[src/rtl/cle_pkg.sv]
`timescale 1ns / 1ps
// ----------------------------------------------------------------------------
// cle_pkg
// Shared constants for the console line editor: character codes, command
// codes, register indexes and reset values.
// ----------------------------------------------------------------------------
package cle_pkg;

    localparam int CHAR_W        = 8;
    localparam int DEF_BUF_DEPTH = 128;

    // command field
    localparam logic CMD_CHAR   = 1'b0;
    localparam logic CMD_PROMPT = 1'b1;

    // register indexes
    localparam logic REG_LINE_CAPACITY = 1'b0;
    localparam logic REG_ECHO_ENABLE   = 1'b1;

    localparam logic [CHAR_W-1:0] RST_LINE_CAPACITY = 8'd128;
    localparam logic              RST_ECHO_ENABLE   = 1'b1;

    // character codes
    localparam logic [CHAR_W-1:0] CHAR_IGNORE  = 8'hFF;
    localparam logic [CHAR_W-1:0] CHAR_CR      = 8'h0D;
    localparam logic [CHAR_W-1:0] CHAR_LF      = 8'h0A;
    localparam logic [CHAR_W-1:0] CHAR_BS      = 8'h08;
    localparam logic [CHAR_W-1:0] CHAR_SPACE   = 8'h20;
    localparam logic [CHAR_W-1:0] CHAR_SQUOTE  = 8'h27;
    localparam logic [CHAR_W-1:0] CHAR_DQUOTE  = 8'h22;
    localparam logic [CHAR_W-1:0] CHAR_LOWER_A = 8'h61;
    localparam logic [CHAR_W-1:0] CHAR_LOWER_Z = 8'h7A;
    localparam logic [CHAR_W-1:0] CHAR_UPPER_A = 8'h41;

    localparam logic [CHAR_W-1:0] NO_QUOTE = 8'h00;

endpackage

[src/rtl/cle_if.sv]
`timescale 1ns / 1ps
// ----------------------------------------------------------------------------
// cle_if
// Valid/ready channels of the console line editor: typed keys in, result
// beats out.
// ----------------------------------------------------------------------------
interface cle_key_if;
    logic                      valid;
    logic                      ready;
    logic                      cmd;
    logic [cle_pkg::CHAR_W-1:0] key_char;

    modport source (output valid, output cmd, output key_char, input ready);
    modport sink   (input valid, input cmd, input key_char, output ready);
endinterface

interface cle_result_if;
    logic                      valid;
    logic                      ready;
    logic                      echo_valid;
    logic [cle_pkg::CHAR_W-1:0] echo_char;
    logic                      store_valid;
    logic [7:0]                store_index;
    logic [cle_pkg::CHAR_W-1:0] store_char;
    logic                      line_ready;
    logic                      last;

    modport source (
        output valid, output echo_valid, output echo_char, output store_valid,
        output store_index, output store_char, output line_ready, output last,
        input ready
    );
    modport sink (
        input valid, input echo_valid, input echo_char, input store_valid,
        input store_index, input store_char, input line_ready, input last,
        output ready
    );
endinterface

[src/rtl/console_line_editor.sv]
`timescale 1ns / 1ps
// Path: a key is captured in the input register, and its first result beat is
// then loaded into the result register, waiting while that register is busy.
// Throughput: one key per cycle, but a key that gives a beat waits while the result
// register is busy; a backspace holds it for its three beats, others give at most one.
// Reset clears the write position, the open quote and all handshake state;
// registers take their default values. The line buffer is not cleared.
// ----------------------------------------------------------------------------
// console_line_editor
// Collects typed characters into a line buffer with backspace, quote
// tracking, upper-case folding outside quotes and console echo.
// ----------------------------------------------------------------------------
module console_line_editor #(
    parameter int BUF_DEPTH = cle_pkg::DEF_BUF_DEPTH
) (
    input  logic                       clk,
    input  logic                       rst_n,
    cle_key_if.sink                    key,
    cle_result_if.source               result,
    input  logic                       cfg_we,
    input  logic                       cfg_index,
    input  logic [cle_pkg::CHAR_W-1:0] cfg_data
);

    localparam int DEPTH = BUF_DEPTH + 1;
    localparam int PW    = $clog2(DEPTH);
    localparam int CW    = (PW > cle_pkg::CHAR_W) ? PW : cle_pkg::CHAR_W;

    localparam logic [1:0] BEAT_FIRST = 2'd0;
    localparam logic [1:0] BEAT_MID   = 2'd1;
    localparam logic [1:0] BEAT_LAST  = 2'd2;

    // configuration
    logic [cle_pkg::CHAR_W-1:0] line_cap_reg;
    logic                       echo_en_reg;

    // input register
    logic                       in_vld_reg;
    logic                       in_cmd_reg;
    logic [cle_pkg::CHAR_W-1:0] in_char_reg;

    // editor state
    logic [PW-1:0]              pos_reg, pos_next;
    logic [cle_pkg::CHAR_W-1:0] quote_reg, quote_next;

    // result register
    logic                       out_vld_reg;
    logic                       out_bs_reg;
    logic [1:0]                 out_beat_reg;
    logic                       out_echo_en_reg;
    logic [cle_pkg::CHAR_W-1:0] out_char_reg;
    logic                       out_store_reg;
    logic [7:0]                 out_index_reg;
    logic                       out_lr_reg;

    logic                       out_last, out_take, out_free, out_load;
    logic                       is_prompt, is_ign, is_eol, is_bs, pos_zero, full;
    logic                       need_out, proc;
    logic [CW-1:0]              cap_ext, cap_eff, pos_ext;
    logic [cle_pkg::CHAR_W-1:0] fold_char, quote_plain;
    logic                       is_lower;

    logic                       wr_en;
    logic [PW-1:0]              wr_addr, rd_addr;
    logic [cle_pkg::CHAR_W-1:0] wr_data, rd_data;

    // ---------------- configuration ----------------
    always_ff @(posedge clk or negedge rst_n)
    begin
        if (!rst_n)
        begin
            line_cap_reg <= cle_pkg::RST_LINE_CAPACITY;
            echo_en_reg  <= cle_pkg::RST_ECHO_ENABLE;
        end
        else if (cfg_we)
        begin
            unique case (cfg_index)
                cle_pkg::REG_LINE_CAPACITY: line_cap_reg <= cfg_data;
                cle_pkg::REG_ECHO_ENABLE:   echo_en_reg  <= cfg_data[0];
            endcase
        end
    end

    // ---------------- decode ----------------
    assign is_prompt = (in_cmd_reg == cle_pkg::CMD_PROMPT);
    assign is_ign    = (in_char_reg == cle_pkg::CHAR_IGNORE);
    assign is_eol    = (in_char_reg == cle_pkg::CHAR_CR) ||
                       (in_char_reg == cle_pkg::CHAR_LF);
    assign is_bs     = (in_char_reg == cle_pkg::CHAR_BS);
    assign pos_zero  = (pos_reg == '0);

    assign cap_ext = CW'(line_cap_reg);
    assign cap_eff = (cap_ext > CW'(BUF_DEPTH)) ? CW'(BUF_DEPTH) : cap_ext;
    assign pos_ext = CW'(pos_reg);
    assign full    = (pos_ext >= cap_eff);

    assign is_lower = (in_char_reg >= cle_pkg::CHAR_LOWER_A) &&
                      (in_char_reg <= cle_pkg::CHAR_LOWER_Z);

    // quote tracking and case folding for a plain byte
    always_comb
    begin
        fold_char   = in_char_reg;
        quote_plain = quote_reg;
        priority if (in_char_reg == quote_reg)
        begin
            quote_plain = cle_pkg::NO_QUOTE;
        end
        else if ((in_char_reg == cle_pkg::CHAR_DQUOTE) ||
                 (in_char_reg == cle_pkg::CHAR_SQUOTE))
        begin
            quote_plain = in_char_reg;
        end
        else if ((quote_reg == cle_pkg::NO_QUOTE) && is_lower)
        begin
            fold_char = in_char_reg - cle_pkg::CHAR_LOWER_A + cle_pkg::CHAR_UPPER_A;
        end
        else
        begin
            fold_char = in_char_reg;
        end
    end

    // ---------------- handshake ----------------
    assign out_last = out_bs_reg ? (out_beat_reg == BEAT_LAST) : 1'b1;
    assign out_take = out_vld_reg && result.ready;
    assign out_free = !out_vld_reg || (out_take && out_last);

    assign need_out = !is_prompt && !is_ign &&
                      (is_eol || (is_bs && !pos_zero) || (!is_bs && !full));
    assign proc     = in_vld_reg && (!need_out || out_free);
    assign out_load = proc && need_out;

    assign key.ready = !in_vld_reg || proc;

    always_ff @(posedge clk or negedge rst_n)
    begin
        if (!rst_n)
        begin
            in_vld_reg <= 1'b0;
        end
        else if (key.ready)
        begin
            in_vld_reg <= key.valid;
        end
    end

    always_ff @(posedge clk)
    begin
        if (key.ready && key.valid)
        begin
            in_cmd_reg  <= key.cmd;
            in_char_reg <= key.key_char;
        end
    end

    // ---------------- state update ----------------
    always_comb
    begin
        pos_next   = pos_reg;
        quote_next = quote_reg;
        wr_en      = 1'b0;
        wr_addr    = pos_reg;
        wr_data    = fold_char;
        if (proc)
        begin
            priority if (is_prompt)
            begin
                pos_next   = '0;
                quote_next = cle_pkg::NO_QUOTE;
            end
            else if (is_ign)
            begin
                pos_next = pos_reg;
            end
            else if (is_eol)
            begin
                wr_en   = 1'b1;
                wr_data = cle_pkg::CHAR_LF;
            end
            else if (is_bs)
            begin
                if (!pos_zero)
                begin
                    pos_next = pos_reg - PW'(1);
                    // rd_data holds the entry just below the write position
                    if (rd_data == quote_reg)
                    begin
                        quote_next = cle_pkg::NO_QUOTE;
                    end
                end
            end
            else if (!full)
            begin
                wr_en      = 1'b1;
                pos_next   = pos_reg + PW'(1);
                quote_next = quote_plain;
            end
            else
            begin
                pos_next = pos_reg;
            end
        end
    end

    // keep the read port one entry below the position of the next cycle
    assign rd_addr = (pos_next == '0) ? '0 : (pos_next - PW'(1));

    always_ff @(posedge clk or negedge rst_n)
    begin
        if (!rst_n)
        begin
            pos_reg   <= '0;
            quote_reg <= cle_pkg::NO_QUOTE;
        end
        else
        begin
            pos_reg   <= pos_next;
            quote_reg <= quote_next;
        end
    end

    cle_line_ram #(
        .DEPTH (DEPTH),
        .AW    (PW)
    ) u_line_ram (
        .clk     (clk),
        .rst_n   (rst_n),
        .wr_en   (wr_en),
        .wr_addr (wr_addr),
        .wr_data (wr_data),
        .rd_addr (rd_addr),
        .rd_data (rd_data)
    );

    // ---------------- result register ----------------
    always_ff @(posedge clk or negedge rst_n)
    begin
        if (!rst_n)
        begin
            out_vld_reg  <= 1'b0;
            out_bs_reg   <= 1'b0;
            out_beat_reg <= BEAT_FIRST;
        end
        else if (out_load)
        begin
            out_vld_reg  <= 1'b1;
            out_bs_reg   <= is_bs;
            out_beat_reg <= BEAT_FIRST;
        end
        else if (out_take)
        begin
            if (out_last)
            begin
                out_vld_reg <= 1'b0;
            end
            else
            begin
                out_beat_reg <= out_beat_reg + 2'd1;
            end
        end
    end

    always_ff @(posedge clk)
    begin
        if (out_load)
        begin
            out_echo_en_reg <= echo_en_reg;
            out_char_reg    <= is_eol ? cle_pkg::CHAR_LF : fold_char;
            out_store_reg   <= !is_bs;
            out_index_reg   <= is_bs ? 8'd0 : pos_ext[7:0];
            out_lr_reg      <= is_eol;
        end
    end

    assign result.valid       = out_vld_reg;
    assign result.echo_valid  = out_echo_en_reg;
    assign result.echo_char   = !out_bs_reg ? out_char_reg :
                                (out_beat_reg == BEAT_MID) ? cle_pkg::CHAR_SPACE :
                                cle_pkg::CHAR_BS;
    assign result.store_valid = out_store_reg;
    assign result.store_index = out_index_reg;
    assign result.store_char  = out_store_reg ? out_char_reg : 8'd0;
    assign result.line_ready  = out_lr_reg;
    assign result.last        = out_last;

endmodule

[src/rtl/cle_line_ram.sv]
`timescale 1ns / 1ps
// ----------------------------------------------------------------------------
// cle_line_ram
// Line buffer: one write port, one registered read port, with forwarding of
// a write that hits the address read in the same cycle.
// ----------------------------------------------------------------------------
module cle_line_ram #(
    parameter int DEPTH = cle_pkg::DEF_BUF_DEPTH + 1,
    parameter int AW    = $clog2(DEPTH)
) (
    input  logic                       clk,
    input  logic                       rst_n,
    input  logic                       wr_en,
    input  logic [AW-1:0]              wr_addr,
    input  logic [cle_pkg::CHAR_W-1:0] wr_data,
    input  logic [AW-1:0]              rd_addr,
    output logic [cle_pkg::CHAR_W-1:0] rd_data
);

    logic [cle_pkg::CHAR_W-1:0] mem [DEPTH];
    logic [cle_pkg::CHAR_W-1:0] rd_q_reg;
    logic [cle_pkg::CHAR_W-1:0] byp_data_reg;
    logic                       byp_hit_reg;

    always_ff @(posedge clk)
    begin
        if (wr_en)
        begin
            mem[wr_addr] <= wr_data;
        end
        rd_q_reg     <= mem[rd_addr];
        byp_data_reg <= wr_data;
    end

    always_ff @(posedge clk or negedge rst_n)
    begin
        if (!rst_n)
        begin
            byp_hit_reg <= 1'b0;
        end
        else
        begin
            byp_hit_reg <= wr_en && (wr_addr == rd_addr);
        end
    end

    assign rd_data = byp_hit_reg ? byp_data_reg : rd_q_reg;

endmodule

[src/flat_wrapper.sv]
// flat-port wrapper written by rule: the top's interface ports become plain ports
module console_line_editor_flat 
#(
    parameter int BUF_DEPTH = cle_pkg::DEF_BUF_DEPTH
)
  (clk, rst_n, cfg_we, cfg_index, cfg_data, key_valid, key_cmd, key_key_char, key_ready, result_valid, result_echo_valid, result_echo_char, result_store_valid, result_store_index, result_store_char, result_line_ready, result_last, result_ready);
  cle_key_if key_i ();
  cle_result_if result_i ();
  input  logic clk;
  input  logic rst_n;
  input  logic cfg_we;
  input  logic cfg_index;
  input  logic [cle_pkg::CHAR_W-1:0] cfg_data;
  input wire logic [$bits(key_i.valid)-1:0] key_valid;
  input wire logic [$bits(key_i.cmd)-1:0] key_cmd;
  input wire logic [$bits(key_i.key_char)-1:0] key_key_char;
  output wire logic [$bits(key_i.ready)-1:0] key_ready;
  output wire logic [$bits(result_i.valid)-1:0] result_valid;
  output wire logic [$bits(result_i.echo_valid)-1:0] result_echo_valid;
  output wire logic [$bits(result_i.echo_char)-1:0] result_echo_char;
  output wire logic [$bits(result_i.store_valid)-1:0] result_store_valid;
  output wire logic [$bits(result_i.store_index)-1:0] result_store_index;
  output wire logic [$bits(result_i.store_char)-1:0] result_store_char;
  output wire logic [$bits(result_i.line_ready)-1:0] result_line_ready;
  output wire logic [$bits(result_i.last)-1:0] result_last;
  input wire logic [$bits(result_i.ready)-1:0] result_ready;
  assign key_i.valid = key_valid;
  assign key_i.cmd = key_cmd;
  assign key_i.key_char = key_key_char;
  assign key_ready = key_i.ready;
  assign result_valid = result_i.valid;
  assign result_echo_valid = result_i.echo_valid;
  assign result_echo_char = result_i.echo_char;
  assign result_store_valid = result_i.store_valid;
  assign result_store_index = result_i.store_index;
  assign result_store_char = result_i.store_char;
  assign result_line_ready = result_i.line_ready;
  assign result_last = result_i.last;
  assign result_i.ready = result_ready;
  console_line_editor #(.BUF_DEPTH(BUF_DEPTH)) u_core (.clk(clk), .rst_n(rst_n), .key(key_i), .result(result_i), .cfg_we(cfg_we), .cfg_index(cfg_index), .cfg_data(cfg_data));
endmodule
[config.mk]
export PLATFORM = sky130hd
export DESIGN_NAME = console_line_editor_flat
export DESIGN_NICKNAME = d
export VERILOG_FILES = /design/src/rtl/cle_pkg.sv /design/src/rtl/cle_if.sv /design/src/rtl/console_line_editor.sv /design/src/rtl/cle_line_ram.sv /design/src/flat_wrapper.sv
export SDC_FILE = /design/constraint.sdc
export NUM_CORES = 1
export LEC_CHECK = 0
export ABC_AREA = 1
export ABC_CLOCK_PERIOD_IN_PS = 15400
export BUFFER_PORTS_ARGS = -buffer_cell sky130_fd_sc_hd__buf_2
export CAP_MARGIN = 0
export CORE_ASPECT_RATIO = 2
export CORE_MARGIN = 2
export CORE_UTILIZATION = 42
export CTS_CLUSTER_SIZE = 10
export DETAILED_ROUTE_END_ITERATION = 8
export PLACE_DENSITY_LB_ADDON = 0.25
export SLEW_MARGIN = 20
export SYNTH_ARGS = -nofsm -noshare
export SYNTH_HDL_FRONTEND = slang
export SYNTH_SLANG_ARGS = --single-unit
[constraint.sdc]
create_clock -name clk -period 15.4 [get_ports clk]
set_input_delay 0 -clock clk [delete_from_list [all_inputs] [get_ports clk]]
set_output_delay 0 -clock clk [all_outputs]
set_load 0.05 [all_outputs]
Word level (Yosys, flattened, before mapping)
Memories as Yosys holds them, arrays and structs flattened. A register that Yosys moved wholly into a read port is not among the register bits. Cells that the tools add are included.

Bits in registers: 67. RAM bits: 1032. Memories: 1.

Memory list: u_core.u_line_ram.mem (words 129, bits a word 8, read ports 1, clocked after memory_dff 1, write ports 1, line cle_line_ram.sv:20) `logic [cle_pkg::CHAR_W-1:0] mem [DEPTH];`.

$add $sub $neg: 6. Order comparisons: 4. Eq/ne operators: 17. Multiplexer cells: 44. Bitwise operators: 1. Reduce and logical (&&, ||, !) cells: 38.

Operator list (number): $mux W8 (28); $eq A8 B4 Y1 const B (3); $eq A8 B8 Y1 (3); $logic_not A8 Y1 (3); $eq A8 B6 Y1 const B (2); $sub A8 B1 Y8 const B (2); $logic_and A1 B1 Y1 (12); $mux W1 (12); $add A8 B1 Y8 const B (1); $add A8 B7 Y8 const B (1); $eq A8 B8 Y1 const B (1); $ge A8 B7 Y1 const B (1); $ge A8 B8 Y1 (1); $gt A8 B8 Y1 const B (1); $le A8 B7 Y1 const B (1); $logic_not A1 Y1 (8); $reduce_and A2 Y1 (4); $sub A8 B7 Y8 const B (1); $logic_or A1 B1 Y1 (7); $reduce_and A7 Y1 (1); $mux W2 (3); $mux W6 (1); $ne A3 B2 Y1 const B (2); $ne A2 B1 Y1 const B (2); other kinds (8) (9).

Depth between registers and ports, before layout
Gate-level depths: netlist (run 1).

Depth in word-level cells: 15. Depth in mapped cells: 40. Mapped depth without buffers: 35.

By module
Synthesis (run 1) repeated with hierarchy kept, for this count alone.

Cells, all modules: 4137. Area, all modules: 46813.6 um^2.

By module, submodules not included: cle_line_ram (times used 1, cells each 3612, area each 42801.0 um^2, seq. area each 31335.1 um^2); console_line_editor (times used 1, cells each 525, area each 4012.6 um^2, seq. area each 1594.0 um^2).

Worst setup path after synthesis (run 1)
Ideal clock, no wire load.

Kind: flip-flop to flip-flop. Start: register u_core.line_cap_reg (netlist bit u_core.cap_ext[0]). End: memory u_core.u_line_ram.mem[0][1] (netlist name), data pin. Arrival: 7005 ps. Setup slack: 7183 ps. Stages on the path, launching flop included: 16. Path buffers: 0. Clock period less this slack: 8217 ps. Cell sequence: dfrtp_1 -> nor4_1 -> a31oi_1 -> inv_1 -> nand2_1 -> ha_1 -> nand2_1 -> nor2_1 -> nor2_1 -> nand2_1 -> nand2_1 -> nand3_2 -> nand2_2 -> nand3_4 -> nand3_4 -> o21ai_0.

Word-level cells in the longest chain between the ends: 11.

Ends and longest elaborated chain: start: declaration (line console_line_editor.sv:34) `logic [cle_pkg::CHAR_W-1:0] line_cap_reg;`; start signal: assignment (line console_line_editor.sv:72) `line_cap_reg <= cle_pkg::RST_LINE_CAPACITY;`; start signal: assignment (line console_line_editor.sv:78) `cle_pkg::REG_LINE_CAPACITY: line_cap_reg <= cfg_data;`; $gt A8 B8 Y1 (line console_line_editor.sv:93) `assign cap_eff = (cap_ext > CW'(BUF_DEPTH)) ? CW'(BUF_DEPTH) : cap_ext;`; $mux W8 (*) (line console_line_editor.sv:93); $ge A8 B8 Y1 (*) (line console_line_editor.sv:95) `assign full = (pos_ext >= cap_eff);`; $logic_not A1 Y1 (*) (line console_line_editor.sv:130) `(is_eol || (is_bs && !pos_zero) || (!is_bs && !full));`; $logic_and A1 B1 Y1 (*) (line console_line_editor.sv:130); $logic_or A1 B1 Y1 (*) (line console_line_editor.sv:130); $logic_and A1 B1 Y1 (*) (line console_line_editor.sv:129) `assign need_out = !is_prompt && !is_ign &&`; $logic_not A1 Y1 (*) (line console_line_editor.sv:131) `assign proc = in_vld_reg && (!need_out || out_free);`; $logic_or A1 B1 Y1 (*) (line console_line_editor.sv:131); $logic_and A1 B1 Y1 (*) (line console_line_editor.sv:131); $mux W8 (*) (line console_line_editor.sv:165) `if (proc)`; via u_core.u_line_ram.wr_data, one bit (line cle_line_ram.sv:15) `input logic [cle_pkg::CHAR_W-1:0] wr_data,`; end: declaration (line cle_line_ram.sv:20).

The timed path passes the listed nets; every way through them passes the cells marked *.

Final worst setup path (run 1)
Start: register u_core.in_char_reg[3] (netlist name). End: register u_core.u_line_ram.rd_q_reg[5] (netlist name), read port of u_core.u_line_ram.mem.

Word-level cells in the longest chain between the ends: 11.

Ends and longest elaborated chain: start: declaration (line console_line_editor.sv:40) `logic [cle_pkg::CHAR_W-1:0] in_char_reg;`; start signal: assignment (line console_line_editor.sv:153) `in_char_reg <= key.key_char;`; $eq A8 B4 Y1 (on tied branches) (line console_line_editor.sv:87, console_line_editor.sv:88, console_line_editor.sv:89); $logic_or A1 B1 Y1, or another cell as far along (line console_line_editor.sv:87) `assign is_eol = (in_char_reg == cle_pkg::CHAR_CR) ||`; $logic_or A1 B1 Y1 or $logic_and A1 B1 Y1 (tied branches) (line console_line_editor.sv:130); $logic_or A1 B1 Y1 (line console_line_editor.sv:130); $logic_and A1 B1 Y1 (line console_line_editor.sv:129); $logic_not A1 Y1 (line console_line_editor.sv:131); $logic_or A1 B1 Y1 (line console_line_editor.sv:131); $logic_and A1 B1 Y1 (line console_line_editor.sv:131); $mux W8 (*) (line console_line_editor.sv:165); $sub A8 B1 Y8 or $logic_not A8 Y1 (tied branches) (line console_line_editor.sv:207) `assign rd_addr = (pos_next == '0) ? '0 : (pos_next - PW'(1));`; $mux W8 (*) (line console_line_editor.sv:207); end: declaration (line cle_line_ram.sv:21) `logic [cle_pkg::CHAR_W-1:0] rd_q_reg;`.

Every way passes the cells marked *; elsewhere a longest branch is shown, timed or not. A chain may end at the register's enable or synchronous reset.

==> flow_metrics.py, run 1 <==
metrics = {
    "yosys": {
        "synthDominantCellAreaShare_pct": 64.93,
        "syn_nets": 4545,
        "ys.flop_type": "edfxtp_1",
        "synth-edff-count": 1060,
        "synth_area_per_cell_um2": 10.88,
        "yosysWarningCount": 0,
        "ys_seq_area_share_pct": 67.17,
        "ys_ff_latch": 1107,
        "synth_cell_types": 50,
        "yosysTopAreaCell": "edfxtp_1",
        "syn-cell-area_mm2": 0.04903,
        "synth.area.top_cells": "edfxtp_1, nand3_1, nor2_1",
        "async_flop_share_pct": 2.800,
        "netlist_instances": 4505,
    },
    "grt": {
        "grt_max_degree": 165,
        "antenna_found_initial": 3,
        "grt_pass1_wl_mm": 212.4,
        "first_global_vias": 33070,
        "gr-total-overflow": 0,
        "grt_usage_pct": 24.04,
    },
    "timing": {
        "max_slew_margin_pct": 22.67,
        "min_period_ns": 8.648,
        "rsz0062_at_grt": "no",
        "worst_pin_slew_ns": 1.156,
        "finClkSkew_ns": 0.03218,
        "drv_slew": 0,
        "setup_ws_ns": 6.752,
        "finalSetupViolCount": 0,
        "finalCritPeriodShare_pct": 56.15,
        "fmax_mhz": 115.6,
        "tns_ns": 0,
        "finalHoldViolCount": 0,
    },
    "setup_path": {
        "required_ns": 16.02,
        "start_kind": "register",
        "cp_common_cell": "nand3_1",
        "crit_fanout": 113,
        "crit_path_max_incr_delay_ns": 0.89,
        "cp-end-kind": "register",
        "critPathArrivalTime_ns": 9.27,
        "path_class": "reg -> reg",
        "crit_slowest_cell": "buf_4",
    },
    "clock_network": {
        "cts_setup_buffers": 0,
        "clk-insertion-delay-late_ns": 0.75,
        "clock-sinks": 1107,
        "clockRootBuffer": "clkbuf_16",
        "htreeDepth": 3,
        "clk_pin_slew_worst_paths_ns": 0.06,
        "hold_buffers": 48,
        "numCtsBuffers": 120,
        "clk_path_buf_depth": 3,
        "ctsResizeCount": 0,
        "cts_tree": "yes",
    },
    "job": {
        "cap_violations": 0,
    },
    "cells_and_area": {
        "largest_reg_flops": 1032,
        "area_growth_pct": 10.43,
        "final_util_pct": 46.65,
        "nets": 4550,
        "multi_input_area_mm2": 0.01336,
        "regMostFlops": "u_core.u_line_ram.mem",
        "seq_area_mm2": 0.03293,
        "drive_above_1_share_pct": 6.961,
        "design_area_mm2": 0.05414,
        "n_fill_cell": 10720,
    },
    "floorplan": {
        "dieHeight_um": 487.2,
        "start_util_pct": 42.25,
        "ios": 53,
        "die_w_um": 245.6,
        "core_area_mm2": 0.1160,
        "row_count": 177,
        "dieArea_mm2": 0.1196,
    },
    "route": {
        "drtIter0Drc": 2798,
        "vias_per_cell": 5.442,
        "routedWlPerCell_um": 23.74,
        "drtPass1Iterations": 5,
        "drc_errors": 0,
        "drtAntennaViolNets": 0,
        "vias": 33150,
        "drt-total-wl_mm": 144.6,
    },
    "placement": {
        "place_ws_ns": 6.844,
        "dp_hpwl_mm": 87.02,
        "portBuffers": 52,
        "post_dp_cell_area_mm2": 0.05034,
        "gp_congestion": 0.9310,
    },
    "min_path": {
        "hp-class": "in -> reg",
    },
    "run_status": {
        "status": "finished clean",
    },
}
stage by stage:
| step | hold WS, ns | cells |
|---|---|---|
| 5_1_grt | 0.3123 | 6090 |
| 3_5_place_dp | 0.1506 | 5861 |
| 4_1_cts | 0.2308 | 6089 |
| 3_3_place_gp | 0.1313 | 5861 |
| 6_report | 0.2999 | 6092 |
| 2_1_floorplan | -0.2956 | 4505 |
final timing paths:
| kind | startpoint | to | slack (ns) | cells after the start |
|---|---|---|---|---|
| max reg2reg | u_core.in_char_reg[3] | u_core.u_line_ram.rd_q_reg[5] | 6.75 | 31 |
| min reg2reg | u_core.u_line_ram.mem[128][7] | u_core.u_line_ram.rd_q_reg[7] | 0.44 | 2 |
| max in group asynchronous | rst_n | u_core.quote_reg[3] | 14.81 | 4 |
| min in group asynchronous | rst_n | u_core.cap_ext[7] | 0.36 | 3 |
| max | u_core.in_char_reg[3] | u_core.u_line_ram.rd_q_reg[5] | 6.75 | 31 |
| min | result_ready | u_core.out_beat_reg[0] | 0.30 | 6 |
metal layers:
metal  wire, um  track usage, %  vias to the layer above  part of all wire [%]
li1           -               -                    15430                     -
met1      50020           25.12                    16320                    35
met2      77840           44.49                     1066                    54
met3       6732           3.109                      332                   4.7
met4      10060           15.98                        0                   7.0
met5          0               0                        -                     0
synthesized netlist by cell type (15+ instances only):
library cell,instances
buf_2,144
buf_4,27
o21ai_0,114
nor2_1,680
inv_1,371
o21ai_1,38
nand3_1,820
dfrtp_1,29
nand2_1,666
ha_1,17
clkbuf_1,73
dfxtp_1,16
nand4_1,15
nand3b_1,272
buf_1,17
edfxtp_1,1060
cell usage in the layout, fill, tap and decap left out, types with 6 or more instances in the layout:
cell | Yosys | final
nor2_2 | 6 | 7
dlygate4sd3_1 | 0 | 47
mux2_2 | 7 | 7
nor2_4 | 10 | 11
ha_1 | 17 | 17
dfrtp_1 | 29 | 29
o21ai_0 | 114 | 112
buf_4 | 27 | 58
xor2_1 | 9 | 9
or2_2 | 10 | 10
inv_1 | 371 | 370
o21ai_1 | 38 | 38
nand4_1 | 15 | 15
nand3_1 | 820 | 818
dfxtp_1 | 16 | 16
nor2_1 | 680 | 678
edfxtp_1 | 1060 | 1060
a21oi_1 | 14 | 12
clkbuf_1 | 73 | 54
nand3b_1 | 272 | 272
buf_2 | 144 | 52
nand2_1 | 666 | 664
inv_2 | 9 | 8
clkbuf_16 | 0 | 120
mux2i_1 | 6 | 6
logic make-up (layout without fill, tap and decap cells):
kind of cell,count (synthesis),in the layout,synth area share [%]
multiplexers,13,13,0.2833
XOR/XNOR,13,13,0.2322
AND/OR/NAND/NOR,2508,2508,23.96
flip-flops,1107,1107,67.17
adder cells (fa/ha/maj),17,17,0.4339
AO/OA/AOI/OAI,188,188,2.065
buffers and inverters,659,722,5.862
other,0,3,0
cell type report:
cell class	instances	share of cell area [%]
clock inverters	6	0.1595
well taps	1521	3.515
clock buffers	174	5.921
multi-input cells	2739	24.67
repair buffers	159	2.228
diodes	3	0.01387
inverters	383	2.672
flip-flops and latches	1107	60.82
critical path: cells and delay by family, from the launching register on:
kind	cells	cell delay, ns
AND/OR/NAND/NOR	24	4.47
buffers and inverters	6	2.70
flip-flops	1	0.81
adder cells (fa/ha/maj)	1	0.32
Power of run 1 is left out: the tool's default activity adds up to more than one toggle a clock period on the data nets, which glitch-free logic cannot reach.
==> run 2: changes to the inputs <==
--- a/config.mk
+++ b/config.mk
@@ -6,7 +6,7 @@
 export NUM_CORES = 1
 export LEC_CHECK = 0
 export ABC_AREA = 1
-export ABC_CLOCK_PERIOD_IN_PS = 15400
+export ABC_CLOCK_PERIOD_IN_PS = 8300
 export BUFFER_PORTS_ARGS = -buffer_cell sky130_fd_sc_hd__buf_2
 export CAP_MARGIN = 0
 export CORE_ASPECT_RATIO = 2
==> constraint.sdc (replaced) <==
create_clock -name clk -period 8.3 [get_ports clk]
set_input_delay 0 -clock clk [delete_from_list [all_inputs] [get_ports clk]]
set_output_delay 0 -clock clk [all_outputs]
set_load 0.05 [all_outputs]
==> run 2 against run 1 <==
Flip-flop and latch count did not move. Sequential share of layout area barely moved. Maximum frequency rose by 28%. Global-route usage rose by 0.061 points. Worst hold slack got worse by 0.015 ns. Clock skew rose by 0.016 ns.
==> flow_metrics.py, run 2 (same netlist as run 1, synthesis figures left out) <==
metrics = {
    "setup_path": {
        "cp_common_cell": "nand3_1",
        "crit_buf_inv": 4,
        "crit_fanout": 70,
        "path_class": "reg -> reg",
        "crit_path_max_incr_delay_ns": 0.68,
        "required_ns": 8.95,
        "crit_slowest_cell": "buf_4",
        "crit_family": "simple AND/OR/NAND/NOR gates",
        "start_kind": "register",
        "cp-end-kind": "register",
        "critPathArrivalTime_ns": 7.38,
    },
    "route": {
        "vias": 33450,
        "drc_errors": 0,
        "routedWlPerCell_um": 23.85,
        "drtAntennaViolNets": 0,
        "vias_per_cell": 5.511,
        "routed-wl-met3_mm": 7.652,
        "wl_met1_mm": 50.86,
        "drtIter0Drc": 2984,
        "drt-total-wl_mm": 144.8,
        "drtPass1Iterations": 5,
        "top_layer": "met4",
        "route.met2.wl_mm": 75.97,
    },
    "cells_and_area": {
        "regMostFlops": "u_core.u_line_ram.mem",
        "final_cell_mix": "edfxtp_1, nand3_1, nor2_1",
        "layoutNonFillerInstCount": 6070,
        "nets": 4547,
        "n_fill_cell": 10610,
        "area_growth_pct": 10.51,
        "layout_commonest_cell": "edfxtp_1",
        "largest_reg_flops": 1032,
        "drive_above_1_share_pct": 6.994,
        "design_area_mm2": 0.05418,
    },
    "clock_network": {
        "clk_pin_slew_worst_paths_ns": 0.06,
        "htreeDepth": 3,
        "clockRootBuffer": "clkbuf_16",
        "clk_path_buf_depth": 3,
        "clock-sinks": 1107,
        "numCtsBuffers": 120,
        "clk-insertion-delay-late_ns": 0.75,
        "cts_setup_buffers": 0,
        "cts_tree": "yes",
        "ctsResizeCount": 0,
    },
    "floorplan": {
        "dieArea_mm2": 0.1196,
        "row_count": 177,
        "die_w_um": 245.6,
        "ios": 53,
        "core_area_mm2": 0.1160,
        "start_util_pct": 42.25,
        "dieHeight_um": 487.2,
    },
    "run_status": {
        "status": "finished clean",
    },
    "timing": {
        "rsz0062_at_grt": "no",
        "finalCritPeriodShare_pct": 81.09,
        "worst_pin_slew_ns": 1.209,
        "fmax_mhz": 148.6,
        "min_period_ns": 6.731,
        "drv_slew": 0,
        "finClkSkew_ns": 0.04841,
        "max_slew_margin_pct": 19.19,
        "finalHoldViolCount": 0,
        "finalSetupViolCount": 0,
        "tns_ns": 0,
    },
    "job": {
        "cap_violations": 0,
    },
    "placement": {
        "portBuffers": 52,
        "dp_hpwl_mm": 86.76,
        "gp_congestion": 0.8998,
        "placedCellCount": 5860,
        "post_dp_cell_area_mm2": 0.05042,
    },
    "min_path": {
        "hp-class": "in -> reg",
    },
    "grt": {
        "grt_pass1_wl_mm": 214.0,
        "grt_usage_pct": 24.10,
        "antenna_found_initial": 2,
        "grt_max_degree": 218,
        "first_global_vias": 33570,
        "gr-total-overflow": 0,
    },
}
-- run 2: cell count changes in the layout (fill, tap and decap cells not counted), sizes merged --
cell / before / now
clkbuf: 174 / 157
dlygate4sd3: 47 / 45
buf: 112 / 111
diode: 3 / 2
inv: 383 / 382
-- run 2: layout make-up --
class	count	area [um2]	area share [%]
flip-flops and latches	1107	32930	60.78
multi-input cells	2739	13380	24.69
clock buffers	157	3184	5.877
well taps	1521	1903	3.513
inverters	383	1446	2.670
repair buffers	156	1254	2.314
clock inverters	5	80.08	0.1478
diodes	2	5.005	0.009238
-- run 2: path summary, 6_finish.rpt --
kind	startpoint	endpoint	slack [ns]	cells past startpoint
setup / recovery	u_core.cap_ext[0]	u_core.u_line_ram.rd_q_reg[4]	1.57	32
hold / removal	result_ready	u_core.result.valid	0.29	5
setup reg to reg	u_core.cap_ext[0]	u_core.u_line_ram.rd_q_reg[4]	1.57	32
hold reg to reg	u_core.u_line_ram.mem[128][4]	u_core.u_line_ram.rd_q_reg[4]	0.47	2
max in group asynchronous	rst_n	u_core.quote_reg[1]	7.74	4
min in group asynchronous	rst_n	u_core.echo_en_reg	0.35	3
-- run 2: metal layers --
metal / up-vias / track usage (%)
met5: - / 0
met4: 0 / 15.99
met3: 385 / 3.445
met2: 1258 / 43.43
met1: 16400 / 26.04
li1: 15410 / -
-- run 2: what timing repair did --
item                       CTS  global route
hold buffers                46             0
setup endpoints to repair    0             0
hold endpoints to repair    62             0
-- run 2: tightest hold or removal path: cells and delay by family --
kind | cells | cell delay, ns
and+or+nand+nor | 2 | 0.16
AOI/OAI and AO/OA | 1 | 0.14
buffers and inverters | 2 | 0.67
-- run 2: through the flow --
step	utilization, %	setup slack, ns	hold slack (ns)
after floorplan	-	0.08321	-0.2956
after CTS	46.67	1.708	0.2321
final	46.69	1.569	0.2853
after global routing	46.68	1.035	0.2803
after detailed placement	43.45	1.713	0.1373
after global placement	43.43	1.789	0.1247
Power of run 2 is left out for the same reason.
